===== src/rbv_serial_mul.sv =====
// ----------------------------------------------------------------------------
// rbv_serial_mul
// Unsigned shift-add multiplier, one multiplier bit per cycle.
// ----------------------------------------------------------------------------
module rbv_serial_mul #(
  parameter int WIDTH = 24
) (
  input  logic               clk_i,
  input  logic               rst_ni,
  input  logic               start_i,
  input  logic [WIDTH-1:0]   a_i,
  input  logic [WIDTH-1:0]   b_i,
  output logic               busy_o,
  output logic [2*WIDTH-1:0] prod_o
);

  localparam int CntW = $clog2(WIDTH + 1);

  logic               busy_q, busy_d;
  logic [CntW-1:0]    cnt_q, cnt_d;
  logic [WIDTH-1:0]   mcand_q, mcand_d;
  logic [2*WIDTH-1:0] prod_q, prod_d;
  logic [WIDTH:0]     upper;

  // upper half accumulates, product shifts right one bit per step
  assign upper = {1'b0, prod_q[2*WIDTH-1:WIDTH]}
               + (prod_q[0] ? {1'b0, mcand_q} : '0);

  always_comb begin
    busy_d  = busy_q;
    cnt_d   = cnt_q;
    mcand_d = mcand_q;
    prod_d  = prod_q;
    if (start_i) begin
      busy_d  = 1'b1;
      cnt_d   = CntW'(WIDTH);
      mcand_d = a_i;
      prod_d  = {{WIDTH{1'b0}}, b_i};
    end else if (busy_q) begin
      prod_d = {upper, prod_q[WIDTH-1:1]};
      cnt_d  = cnt_q - CntW'(1);
      if (cnt_q == CntW'(1)) begin
        busy_d = 1'b0;
      end
    end
  end

  always_ff @(posedge clk_i or negedge rst_ni) begin
    if (!rst_ni) begin
      busy_q <= 1'b0;
      cnt_q  <= '0;
    end else begin
      busy_q <= busy_d;
      cnt_q  <= cnt_d;
    end
  end

  always_ff @(posedge clk_i) begin
    mcand_q <= mcand_d;
    prod_q  <= prod_d;
  end

  assign busy_o = busy_q;
  assign prod_o = prod_q;

endmodule


===== config.mk =====
export PLATFORM = sky130hd
export DESIGN_NAME = rbv_serial_mul
export DESIGN_NICKNAME = d
export VERILOG_FILES = /design/src/rbv_serial_mul.sv
export SDC_FILE = /design/constraint.sdc
export NUM_CORES = 1
export LEC_CHECK = 0
export BUFFER_PORTS_ARGS = -buffer_cell sky130_fd_sc_hd__buf_2
export CORE_MARGIN = 2
export CORE_UTILIZATION = 45
export CTS_CLUSTER_DIAMETER = 30
export DETAILED_ROUTE_END_ITERATION = 10
export GPL_ROUTABILITY_DRIVEN = 0
export GPL_TIMING_DRIVEN = 0
export PLACE_DENSITY = 0.79
export SYNTH_ARGS = -nofsm -noshare
export SYNTH_HDL_FRONTEND = slang
export SYNTH_SLANG_ARGS = --single-unit

===== constraint.sdc =====
create_clock -name clk_i -period 3.1 [get_ports clk_i]
set_input_delay 0.31 -clock clk_i [delete_from_list [all_inputs] [get_ports clk_i]]
set_output_delay 0.31 -clock clk_i [all_outputs]
set_load 0.01 [all_outputs]

* Word-level counts from Yosys, hierarchy flattened *
Index checks and enable logic that the tools add are counted.

storage, ports and cells
  flip-flop bits (word level) = 78
  latch bits = 0
  bits in writable memories = 0
  bits in read-only memories = 0
  output and inout port bits = 49
  word-level logic and storage cells = 17
  memories kept = 0

operators by class
  add/subtract/negate cells = 2
  $mul = 0
  divide/modulo/power cells = 0
  order comparisons = 0
  eq/ne operators = 1
  shift operators = 0
  multiplexer cells = 8
  bitwise operators = 0
  reduce and logical (&&, ||, !) cells = 1

operators by type and width
  cell                   count
  $mux W24               3
  $add A24 B24 Y25       1
  $mux W5                2
  $eq A5 B1 Y1 const B   1
  $sub A5 B1 Y5 const B  1
  $mux W1                3
  $reduce_bool A2 Y1     1

* Logic depth before layout (Yosys ltp) *
  depth after elaboration = 4
  gate-level depth with buffers = 10
  depth with buffers taken out = 9

* Worst setup path before layout *
OpenSTA, ideal clock, no wires.

  path type = register -> register
  start point = register prod_q[0], in the netlist prod_o[0]
  end point = register prod_q[45], in the netlist prod_o[45]
  arrival = 2.849 ns
  slack = 0.134 ns
  cell stages (with the launch flop) = 11
  path buffers = 1
  cell sequence = edfxtp_1 -> clkbuf_1 -> and2_1 -> ha_1 -> fa_1 -> a21o_1 -> a221o_1 -> o311ai_4 -> a211oi_1 -> or3_1 -> a32o_1

between the ends
  cells in the longest elaborated chain, start to end = 2

RTL lines
  element                   line  source
  start: declaration        22    logic [2*WIDTH-1:0] prod_q, prod_d;
  start signal: assignment  60    prod_q <= prod_d;
  $mux W24                  27    + (prod_q[0] ? {1'b0, mcand_q} : '0);
  $add A24 B24 Y25          27

Every way passes these cells.
A chain may end at the register's enable or synchronous reset.

* Worst setup path after layout *
Ends and elaborated chain as after synthesis.

==> results by group <==
Outcome
  – Status: completed

Timing
  – Final Hold Viols: 0
  – F_max: about 330 MHz
  – Fin Hold WS: between 0.1 and 0.15 ns
  – Worst-Margin Slew: about 0.92 ns
  – Post-layout min period: ~3.0 ns
  – Clock skew: 0.0102 ns
  – Crit share post-route: 0.978
  – RSZ-0062 raised after global routing: yes
  – Slew HR: 0.389
  – # setup viols final: 0
  – Setup ws final: a little under 0.07 ns
  – Fin. max-slew vios: 0

Finish
  – Final nets: roughly 580
  – Final instance area: 5130 sq um
  – Layout cells sized above 1: 0.290
  – Antenna cells: 0
  – Area Growth Syn to Fin: 21.0%

Placement
  – Post-DP Area: a little under 5000 sq um
  – Input/output buffers: between 90 and 100
  – Hpwl dp: 7.49 mm
  – Place WS: -0.241 ns

Drt
  – Via density: about 5.5
  – Vias: between 3,000 and 4,000
  – Total wire length: between 9 and 10 mm
  – DRT antenna net count: 0
  – Drt first pass iters: 4
  – Drt drc: 0
  – Routed len/inst: ~16 um
  – Iter 0 DRT Violations: approximately 240

Setup path
  – CP Launch Point: prod_o[0]$_DFFE_PP_
  – Crit-path leading delay family: compound AO/OA/AOI/OAI gates
  – Worst Path Required: 3.36 ns
  – CP startpoint kind: flip-flop
  – Setup crit end: prod_o[45]$_SDFFE_PP0P_
  – Slowest cell on crit path: edfxtp_1
  – Worst r2r src: prod_o[0]$_DFFE_PP_
  – Levels on crit path: 9
  – Buffers and inverters on the worst path: 0
  – Arrival time worst endpoint: 3.30 ns
  – Worst r2r dst: prod_o[45]$_SDFFE_PP0P_
  – Crit. End Element: flip-flop
  – Worst R2R Path Depth: 9
  – Largest stage delay, worst path: 0.45 ns
  – Crit path max fanout: 5
  – Critical path cell sequence: and2_1, ha_1, fa_1, a21o_1, a221o_1, o311ai_4, a211oi_1, or3_1, a32o_1
  – R2r setup slk: a little under 0.07 ns
  – CP Class: flip-flop to flip-flop

Die
  – Die Height: between 100 and 150 um
  – I/O pin cnt: 100
  – Die W: a little over 100 um
  – Core region area: between 9000 and 10,000 sq um
  – Die ar.: roughly 10,000 sq um
  – Starting Density: 0.462
  – Site Rows: 35

GRT
  – Tot GR Track Use: 0.193
  – Global-route wire length before repair: 15.5 mm
  – Initial antenna violation count: 0
  – Largest net degree at the start of global routing: 26
  – Vias in the first global route: between 3,000 and 4,000
  – Remaining global-route overflow: 0

Logic synthesis
  – Sequential area share after synthesis: 0.488
  – Number of synthesized flops with an enable pin: 48
  – Syn. warnings: 0
  – Synth Register Bits: between 70 and 80
  – Synth unique cells: just under 50
  – Synth async-reset ratio: 0.0769
  – Area leader, netlist: edfxtp_1
  – Synthesized area: around 4200 sq um
  – Cells after Synth: around 390
  – Area share of the largest cell type after synthesis: 0.340
  – Main synth FF type: edfxtp_1
  – Mapped Nets: 465
  – Ranking of synthesized cells by area: edfxtp_1 (34%), dfxtp_1 (11%), ha_1 (7.7%)
  – Mean Syn Cell Area: approximately 11 sq um

Power
  – PwrDens: between 600 and 700 nW/um^2
  – Worst VDD drop: roughly 520 uV
  – Overall power: approximately 3.3 mW
  – Lkg Pwr: 2.25 nW

Worst hold path
  – HP Start: a_i[13]
  – HP Class: input port to flip-flop

Clock tree
  – H-Tree Depth: 3
  – CTS tree: yes
  – Root Buffer: clkbuf_8
  – CTS clk-pin slew, worst paths: 0.09 ns
  – CTS buffer count: 9
  – Clock Path Buffers: 2
  – Clk sinks: 78
  – Clock latency on the worst-skew pair: 0.36 ns

Run
  – Max_cap viols: 0
[cells in the mapped netlist (2+ instances only)]
library cell,instances
a211o_1,3
a211oi_1,8
a21boi_0,2
a21o_1,5
a21oi_1,21
a221oi_1,2
a31oi_1,3
a32o_1,2
and2_1,26
and3_1,2
clkbuf_1,15
dfrtp_1,6
dfxtp_1,24
edfxtp_1,48
ha_1,26
inv_1,9
mux2_2,25
mux2i_1,10
nand2_1,20
nand2b_1,7
nand3_1,8
nand4_1,3
nor2_1,27
nor2b_1,3
nor3_1,7
o2111ai_1,2
o211ai_1,5
o21ai_0,23
o21bai_1,3
o22ai_1,3
o31ai_1,2
or3_1,2
xnor2_1,14
xor2_1,6
[per-stage QoR]
stage                     TNS [ns]   util  instances
after global placement      -0.430  0.531        597
after detailed placement    -0.548  0.531        597
final                            0  0.558        614
after floorplan                  0      -        387
after global routing       -0.0294  0.558        614
after CTS                        0  0.558        615
[flip-flops by register name (all words and copies together) (netlist names)]
| name | count |
|---|---|
| cnt_q | 5 |
| prod_o | 48 |
| mcand_q | 24 |
| busy_o | 1 |
[routing by layer]
metal	up-vias	global-route usage	wire length, um
li1	1668	-	-
met1	1586	0.246	4180
met2	78	0.315	4940
met3	22	0.0435	481
met4	0	0.0873	196
met5	-	0	0
[repair_timing]
item                                    4_1_cts  5_1_grt
hold buffers                                  1        0
pin swaps                                     0        2
hold endpoints to repair                      6        0
gates resized for setup                       0        2
endpoints found under the setup margin        7        4
setup buffers                                 2        0
[logic make-up after synthesis]
logic type,count (synthesis),share of synthesized area
AO/OA/AOI/OAI,91,0.143
buffers and inverters,25,0.0221
XOR/XNOR,20,0.0413
flip-flops,78,0.488
adder cells (fa/ha/maj),27,0.0813
multiplexers,35,0.0899
AND/OR/NAND/NOR,111,0.134
[worst min-delay path by stage]
stage / endpoint / cells past startpoint
floorplan: busy_o$_DFF_PN0_ / 0
global placement: cnt_q[4]$_DFFE_PN0P_ / 1
detailed placement: busy_o$_DFF_PN0_ / 1
CTS: mcand_q[12]$_DFFE_PP_ / 1
global route: mcand_q[10]$_DFFE_PP_ / 1
finish: mcand_q[13]$_DFFE_PP_ / 1
[report_power, final]
group | switching [mW] | internal [mW]
Clock | 0.414 | 0.466
Sequential | 0.108 | 1.27
Combinational | 0.577 | 0.456
Total | 1.10 | 2.19
[area by class of cell]
| cell class | instances | area [sq um] |
|---|---|---|
| inverters | 9 | 33.8 |
| flip-flops and latches | 78 | 2070 |
| well taps | 111 | 139 |
| clock inverters | 7 | 105 |
| clock buffers | 9 | 124 |
| repair buffers | 102 | 520 |
| plain buffers | 14 | 52.6 |
| fillers | 784 | 4060 |
| multi-input cells | 284 | 2090 |
[cells in the final DEF (no fill, tap or decap), types with 14 or more instances in the layout]
| cell | n |
|---|---|
| edfxtp_1 | 48 |
| dfxtp_1 | 24 |
| xnor2_1 | 14 |
| o21ai_0 | 23 |
| nor2_1 | 27 |
| and2_1 | 26 |
| a21oi_1 | 20 |
| nand2_1 | 20 |
| mux2_2 | 25 |
| ha_1 | 26 |
| buf_2 | 99 |
(Power assumes the default switching activity.)
