$ cat src/rbv_pkg.sv
// ----------------------------------------------------------------------------
// rbv_pkg
// Shared widths and constants for the realized bipower variation block.
// ----------------------------------------------------------------------------
package rbv_pkg;

  localparam int SUM_W   = 56;   // variance and bipower result width
  localparam int RATIO_W = 18;   // jump ratio width, unsigned Q2.16
  localparam int FRAC_W  = 16;   // fraction bits of the ratio
  localparam int INT_W   = RATIO_W - FRAC_W;
  localparam int WIN_W   = 8;    // window register width
  localparam int BARS_W  = 9;    // saturating bar counter width

  localparam logic [RATIO_W-1:0] RATIO_MAX    = '1;
  localparam logic [WIN_W-1:0]   WINDOW_RESET = 8'd100;
  localparam logic [BARS_W-1:0]  BARS_MAX     = '1;
  localparam logic [BARS_W-1:0]  FIRST_RESULT_BAR = 9'd2;

endpackage

$ cat src/rbv_serial_div.sv
// ----------------------------------------------------------------------------
// rbv_serial_div
// Radix-2 restoring divider for the Q2.16 ratio, saturating at 4.0.
// ----------------------------------------------------------------------------
module rbv_serial_div (
  input  logic                         clk_i,
  input  logic                         rst_ni,
  input  logic                         start_i,
  input  logic [rbv_pkg::SUM_W-1:0]    num_i,
  input  logic [rbv_pkg::SUM_W-1:0]    den_i,
  output logic                         busy_o,
  output logic [rbv_pkg::RATIO_W-1:0]  quot_o
);
  import rbv_pkg::*;

  localparam int CntW = $clog2(RATIO_W + 1);

  logic               busy_q, busy_d;
  logic [CntW-1:0]    cnt_q, cnt_d;
  logic [SUM_W-1:0]   rem_q, rem_d;
  logic [SUM_W-1:0]   den_q, den_d;
  logic [INT_W-1:0]   feed_q, feed_d;
  logic [RATIO_W-1:0] quot_q, quot_d;
  logic [SUM_W:0]     trial;
  logic [SUM_W:0]     diff;
  logic               ge;
  logic               sat;

  assign trial = {rem_q, feed_q[INT_W-1]};
  assign ge    = trial >= {1'b0, den_q};
  assign diff  = trial - {1'b0, den_q};
  // quotient of 4.0 or more cannot fit two integer bits
  assign sat   = {{INT_W{1'b0}}, num_i} >= {den_i, {INT_W{1'b0}}};

  always_comb begin
    busy_d = busy_q;
    cnt_d  = cnt_q;
    rem_d  = rem_q;
    den_d  = den_q;
    feed_d = feed_q;
    quot_d = quot_q;
    if (start_i) begin
      if (den_i == '0) begin
        quot_d = '0;
      end else if (sat) begin
        quot_d = RATIO_MAX;
      end else begin
        // partial remainder after the all-zero quotient bits above Q2.16
        rem_d  = num_i >> INT_W;
        feed_d = num_i[INT_W-1:0];
        den_d  = den_i;
        quot_d = '0;
        cnt_d  = CntW'(RATIO_W);
        busy_d = 1'b1;
      end
    end else if (busy_q) begin
      rem_d  = ge ? diff[SUM_W-1:0] : trial[SUM_W-1:0];
      quot_d = {quot_q[RATIO_W-2:0], ge};
      feed_d = feed_q << 1;
      cnt_d  = cnt_q - CntW'(1);
      if (cnt_q == CntW'(1)) begin
        busy_d = 1'b0;
      end
    end
  end

  always_ff @(posedge clk_i or negedge rst_ni) begin
    if (!rst_ni) begin
      busy_q <= 1'b0;
      cnt_q  <= '0;
    end else begin
      busy_q <= busy_d;
      cnt_q  <= cnt_d;
    end
  end

  always_ff @(posedge clk_i) begin
    rem_q  <= rem_d;
    den_q  <= den_d;
    feed_q <= feed_d;
    quot_q <= quot_d;
  end

  assign busy_o = busy_q;
  assign quot_o = quot_q;

endmodule

$ cat config.mk
export PLATFORM = sky130hd
export DESIGN_NAME = rbv_serial_div
export DESIGN_NICKNAME = d
export VERILOG_FILES = /design/src/rbv_pkg.sv /design/src/rbv_serial_div.sv
export SDC_FILE = /design/constraint.sdc
export NUM_CORES = 1
export LEC_CHECK = 0
export ABC_CLOCK_PERIOD_IN_PS = 4900
export BUFFER_PORTS_ARGS = -buffer_cell sky130_fd_sc_hd__buf_2
export CORE_ASPECT_RATIO = 0.6
export CORE_MARGIN = 3
export CORE_UTILIZATION = 60
export DETAILED_ROUTE_END_ITERATION = 7
export MAX_ROUTING_LAYER = met4
export PLACE_DENSITY = 0.92
export SLEW_MARGIN = 15
export SYNTH_ARGS = -nofsm -noshare
export SYNTH_HDL_FRONTEND = slang
export SYNTH_SLANG_ARGS = --single-unit
$ cat constraint.sdc
create_clock -name clk_i -period 4.9 [get_ports clk_i]
set_clock_uncertainty 0.2 [all_clocks]
set_input_delay 0.735 -clock clk_i [delete_from_list [all_inputs] [get_ports clk_i]]
set_output_delay 0.735 -clock clk_i [all_outputs]
set_load 0.01 [all_outputs]
# Word-level counts from Yosys, hierarchy flattened
# Cells that the tools add are included.
[totals]
in_bits = 115
output_inout_bits = 19
reg_bits = 138
elab_cells = 42
[op_classes]
magnitude_cmp = 2
reduce_logical = 5
n_bitwise = 2
addsub = 2
n_eq_ne = 3
muxes = 22
[op_table]
columns = ["op", "n"]
rows = [
  ["$mux 56", 5],
  ["$mux 18", 4],
  ["$ge 56x58->1", 1],
  ["$ge 57x56->1", 1],
  ["$logic_not 56->1", 1],
  ["$sub 56x56->56", 1],
  ["$mux 5", 4],
  ["$mux 2", 4],
  ["$reduce_and 3->1", 2],
  ["$eq 5x1->1 const B", 1],
  ["$mux 1", 5],
  ["$sub 5x1->5 const B", 1],
  ["$ne 2x2->1 const B", 2],
  ["$not 1->1", 2],
  ["$reduce_and 2->1", 1],
  ["$reduce_bool 2->1", 1],
]

# Depth between registers and ports, before layout
[logic_depth]
ltp_word = 4
mapped_depth = 15
ltp_nobuf = 14

# Worst setup path after synthesis
# No wires, ideal clock.
[synth_path]
path_kind = "input-to-reg"
start = "input port den_i[41] in the netlist's numbering"
end = "register feed_q[0] (enable)"
setup_ns = 0.417
cell_stages = 11
setup_slack_ns = 0.197
path_buffers = 0
required_time_ns = 4.283
t_arrival_ns = 4.086
cell_sequence = "inv_1 > ha_1 > a21o_1 > a21o_1 > a21oi_1 > o21ai_0 > a2111oi_0 > o2111ai_1 > o211a_1 > a211o_1 > nand2_1"
[synth_between]
elab_chain_cells = 3
word_cells_on_any_way = 5
cone_classes = "order compare: 1; eq/ne: 2; reduce/logical: 2"
[synth_lines]
columns = ["item", "line", "source"]
rows = [
  ["start: declaration", "rbv_serial_div.sv:10", "input logic [rbv_pkg::SUM_W-1:0] den_i,"],
  ["$ge 56x58->1 or $logic_not 56->1 (tied branches)", "rbv_serial_div.sv:33, rbv_serial_div.sv:43", ""],
  ["$ne 2x2->1 (no source line)", "--", ""],
  ["$reduce_and 3->1 (no source line) (*)", "--", ""],
  ["end signal: assignment", "rbv_serial_div.sv:80", "feed_q <= feed_d;"],
  ["end: declaration", "rbv_serial_div.sv:22", "logic [INT_W-1:0] feed_q, feed_d;"],
]
# Mark *: on every way between the ends. The rest lies on a longest branch, timed or not.
# A chain may end at the register's enable or synchronous reset.

# Worst setup path after layout
[layout_path]
start = "register rem_q[20]"
end = "register rem_q[52] (data pin)"
[layout_between]
elab_chain_cells = 4
word_cells_on_any_way = 5
cone_classes = "add/sub: 1; order compare: 1; mux: 3"
[layout_lines]
columns = ["item", "line", "source"]
rows = [
  ["start: declaration", "rbv_serial_div.sv:20", "logic [SUM_W-1:0] rem_q, rem_d;"],
  ["start signal: assignment", "rbv_serial_div.sv:78", "rem_q <= rem_d;"],
  ["$sub 56x56->56 or $ge 57x56->1 (tied branches)", "rbv_serial_div.sv:31, rbv_serial_div.sv:30", ""],
  ["$mux 56 (*)", "rbv_serial_div.sv:57", "rem_d = ge ? diff[SUM_W-1:0] : trial[SUM_W-1:0];"],
  ["$mux 56 (*)", "rbv_serial_div.sv:56", "end else if (busy_q) begin"],
  ["$mux 56 (*)", "rbv_serial_div.sv:42", "if (start_i) begin"],
  ["via rem_d[52]", "rbv_serial_div.sv:20", ""],
]
# The timed path passes the listed nets; every way through them passes the cells marked *. The select of a mux whose other input is x is not followed.

==> impl_metrics.ini <==
[pwr]
clock_power_share_pct = 18.6
power_density_mw_per_mm2 = 596
switchingPower_uw = 3310
p_int_uw = 3950
ir_worst_vdd_v = 0.000366
combPwrFrac_pct = 55.0
p_leak_uw = 0.00561
power_frac_seq_pct = 26.5
totalPowerFinal_uw = 7260
sw_frac_of_total_pct = 45.6

[clocking]
cts.clk_slew.worst_paths_ns = 0.07
cts_tree = yes
cts_buffers = 17
cts.sinks = 138
clock_path_buffers = 2
cts_root_buf = clkbuf_16
cts_max_level = 4
clock_latency_ns = 0.44
ctsHoldBuffers = 1
post_cts_resized = 0
post_cts_buffers = 0

[sta]
finalHoldViolations = 0
fin_crit_sh_pct = 93.6
maxClockFrequency_mhz = 218
slew_violations = 0
setup_violations = 0
rsz0062_at_grt = false
worst_slew_pin_slew_ns = 1.04
fin_crit_ns = 4.59
worst_slack_ns = 0.312
fin_setup_tns_ns = 0
timing.slew.headroom_pct = 30.8

[placed_design]
place.detailed.hpwl_um = 24700
dp_slack_ns = 0.272
gp_congestion = 1.03
port_buffers = 133

[final_layout]
multi_input_area_mm2 = 0.00581
layout.nets = 1517
drive_gt1_share_pct = 14.7
fill_cells = 1264
area_growth_pct = 13.6
layout.area.seq_mm2 = 0.00411
utilization_pct = 70.3

[grt]
antenna_found_initial = 1
grt-ovfl-total = 0
grt_max_degree = 100
grt_pass1_vias = 9576
grt_pass1_wl_um = 52000
grt_usage_pct = 35.4

[logic_synthesis]
ys_types = 73
avgSynthCellArea_um2 = 9.14
seq_area_frac_synth_pct = 38.4
synth_top_area_cell = edfxtp_1
yosysTopAreaCellShare_pct = 37.0
synth-seq-cells = 138
synth_async_sr_flop_share_pct = 4.35
post_synth_inst_count = 1173
synth.area.top_cells = edfxtp_1 37%, ha_1 13%, inv_1 5.4%
synth_edf_count = 132
synth_flop_cell = edfxtp_1
syn_area_mm2 = 0.0107
syn-num-nets = 1401
yosysWarnings = 0

[setup_path]
path_max_fanout = 5
cp_data_required_time_ns = 4.87
crit_arrival_ns = 4.56
cpPeakStageDelay_ns = 0.82
cp.buffers_inverters = 0
crit_path_end_kind = flop
crit_family = compound AO/OA/AOI/OAI gates
worstPathCellList = ha_1 > a211oi_1 > o21ai_0 > a221oi_1 > o21ai_0 > o21ai_1 > nand3_1 > a311oi_1 > o21ai_0 > xor2_1 > a221o_1
critPathSlowestCell = a311oi_1
cpMostUsedCell = o21ai_0
start_kind = flop
path_class = flop to flop

[drt]
wl_per_cell_um = 22.0
drt_first_pass_iters = 6
routed_wirelength_um = 33900
first_iter_violations = 1671
drc = 0
ant_nets = 0
route.vias.total = 10400
vias_per_cell = 6.75

[die]
die_w_um = 179
std_cell_rows = 37
fp.dieArea_mm2 = 0.0196
start_util_pct = 61.9
coreArea_mm2 = 0.0173
fp.dieH_um = 110
ios = 134

[run]
cap_violations = 0

[outcome]
outcome = complete, no violations

[hold_path]
hold_path.class = primary input to flop
## worst reg2reg max path, stage by stage (launching register included)
cell and delay, ns:
edfxtp_1 0.41, ha_1 0.39, a211oi_1 0.34, o21ai_0 0.16, a221oi_1 0.32, o21ai_0 0.20
o21ai_1 0.43, nand3_1 0.21, a311oi_1 0.82, o21ai_0 0.27, xor2_1 0.22, a221o_1 0.35
## cell families (layout without fill, tap and decap cells)
family	Yosys count	after routing	synth area share, %
AND/OR/NAND/NOR	332	332	15.2
AO/OA/AOI/OAI	325	325	20.5
buffers and inverters	204	333	7.52
flip-flops	138	138	38.4
adder cells (fa/ha/maj)	113	113	13.3
XOR/XNOR	50	50	4.09
multiplexers	11	11	1.04
other	0	1	0
## power by group through the flow
stage | clock network (µW) | logic [µW] | registers (µW)
CTS | 1340 | 3820 | 1900
finish | 1350 | 3990 | 1920
global placement | 0 | 3600 | 1900
detailed placement | 0 | 3720 | 1920
global route | 1390 | 4290 | 1940
floorplan | 0 | 2830 | 1870
## placed cells by master, fill, tap and decap left out, drive strengths merged, types with 24 or more instances in the layout
| cell type | Yosys | final |
|---|---|---|
| inv | 153 | 165 |
| buf | 20 | 146 |
| edfxtp | 132 | 132 |
| ha | 112 | 112 |
| nand2 | 104 | 104 |
| a21oi | 82 | 82 |
| o21ai | 70 | 70 |
| nand3 | 55 | 55 |
| nor2 | 50 | 50 |
| a21o | 48 | 48 |
| xnor2 | 35 | 35 |
| o311ai | 27 | 27 |
| nand4 | 24 | 24 |
## final cells by class
class                      instances  area share [%]
inverter                         154            4.75
clock buffer                      17            3.49
clock inverter                    15            1.40
antenna                            1          0.0206
tap                              234            2.40
sequential                       138            33.8
multi-input combinational        831            47.7
timing repair buffer             147            6.45
## registers in the layout (all words and copies together) (netlist names)
| signal | flops |
|---|---|
| rem_q | 56 |
| feed_q | 2 |
| den_q | 56 |
| busy_o | 1 |
| cnt_q | 5 |
| quot_o | 18 |
## cells in the mapped netlist (all sizes together), types with 20 or more instances
| cell type | n |
|---|---|
| clkbuf | 30 |
| ha | 112 |
| xnor2 | 35 |
| edfxtp | 132 |
| o21ai | 70 |
| nand2 | 104 |
| o311ai | 27 |
| nor2 | 50 |
| nand3 | 55 |
| a21o | 48 |
| buf | 20 |
| a21oi | 82 |
| inv | 153 |
| nand4 | 24 |
## metal layers
metal	share of wire, %	routed length, µm	track usage (%)
met5	0	0	-
met1	40	13500	48.9
met3	14	4720	10.5
met2	42	14200	49.3
met4	4.3	1440	13.5
## per-stage QoR
step                hold WS (ns)  std cells  area [µm²]
detailed placement         0.311       1503       11600
finish                     0.297       1537       12200
global route               0.297       1537       12200
floorplan                  0.239       1173       10700
CTS                        0.295       1536       12200
global placement           0.310       1503       11600
## path summary, 6_finish.rpt
check	cells past startpoint	end	slack [ns]	startpoint
max	11	rem_q[52]	0.31	rem_q[20]
min reg2reg	1	cnt_q[0]	0.37	cnt_q[0]
max in group asynchronous	2	cnt_q[1]	3.90	rst_ni
min in group asynchronous	2	cnt_q[3]	0.45	rst_ni
max reg2reg	11	rem_q[52]	0.31	rem_q[20]
min	1	den_q[36]	0.30	den_i[36]
Power figures use the tool's default switching activity.
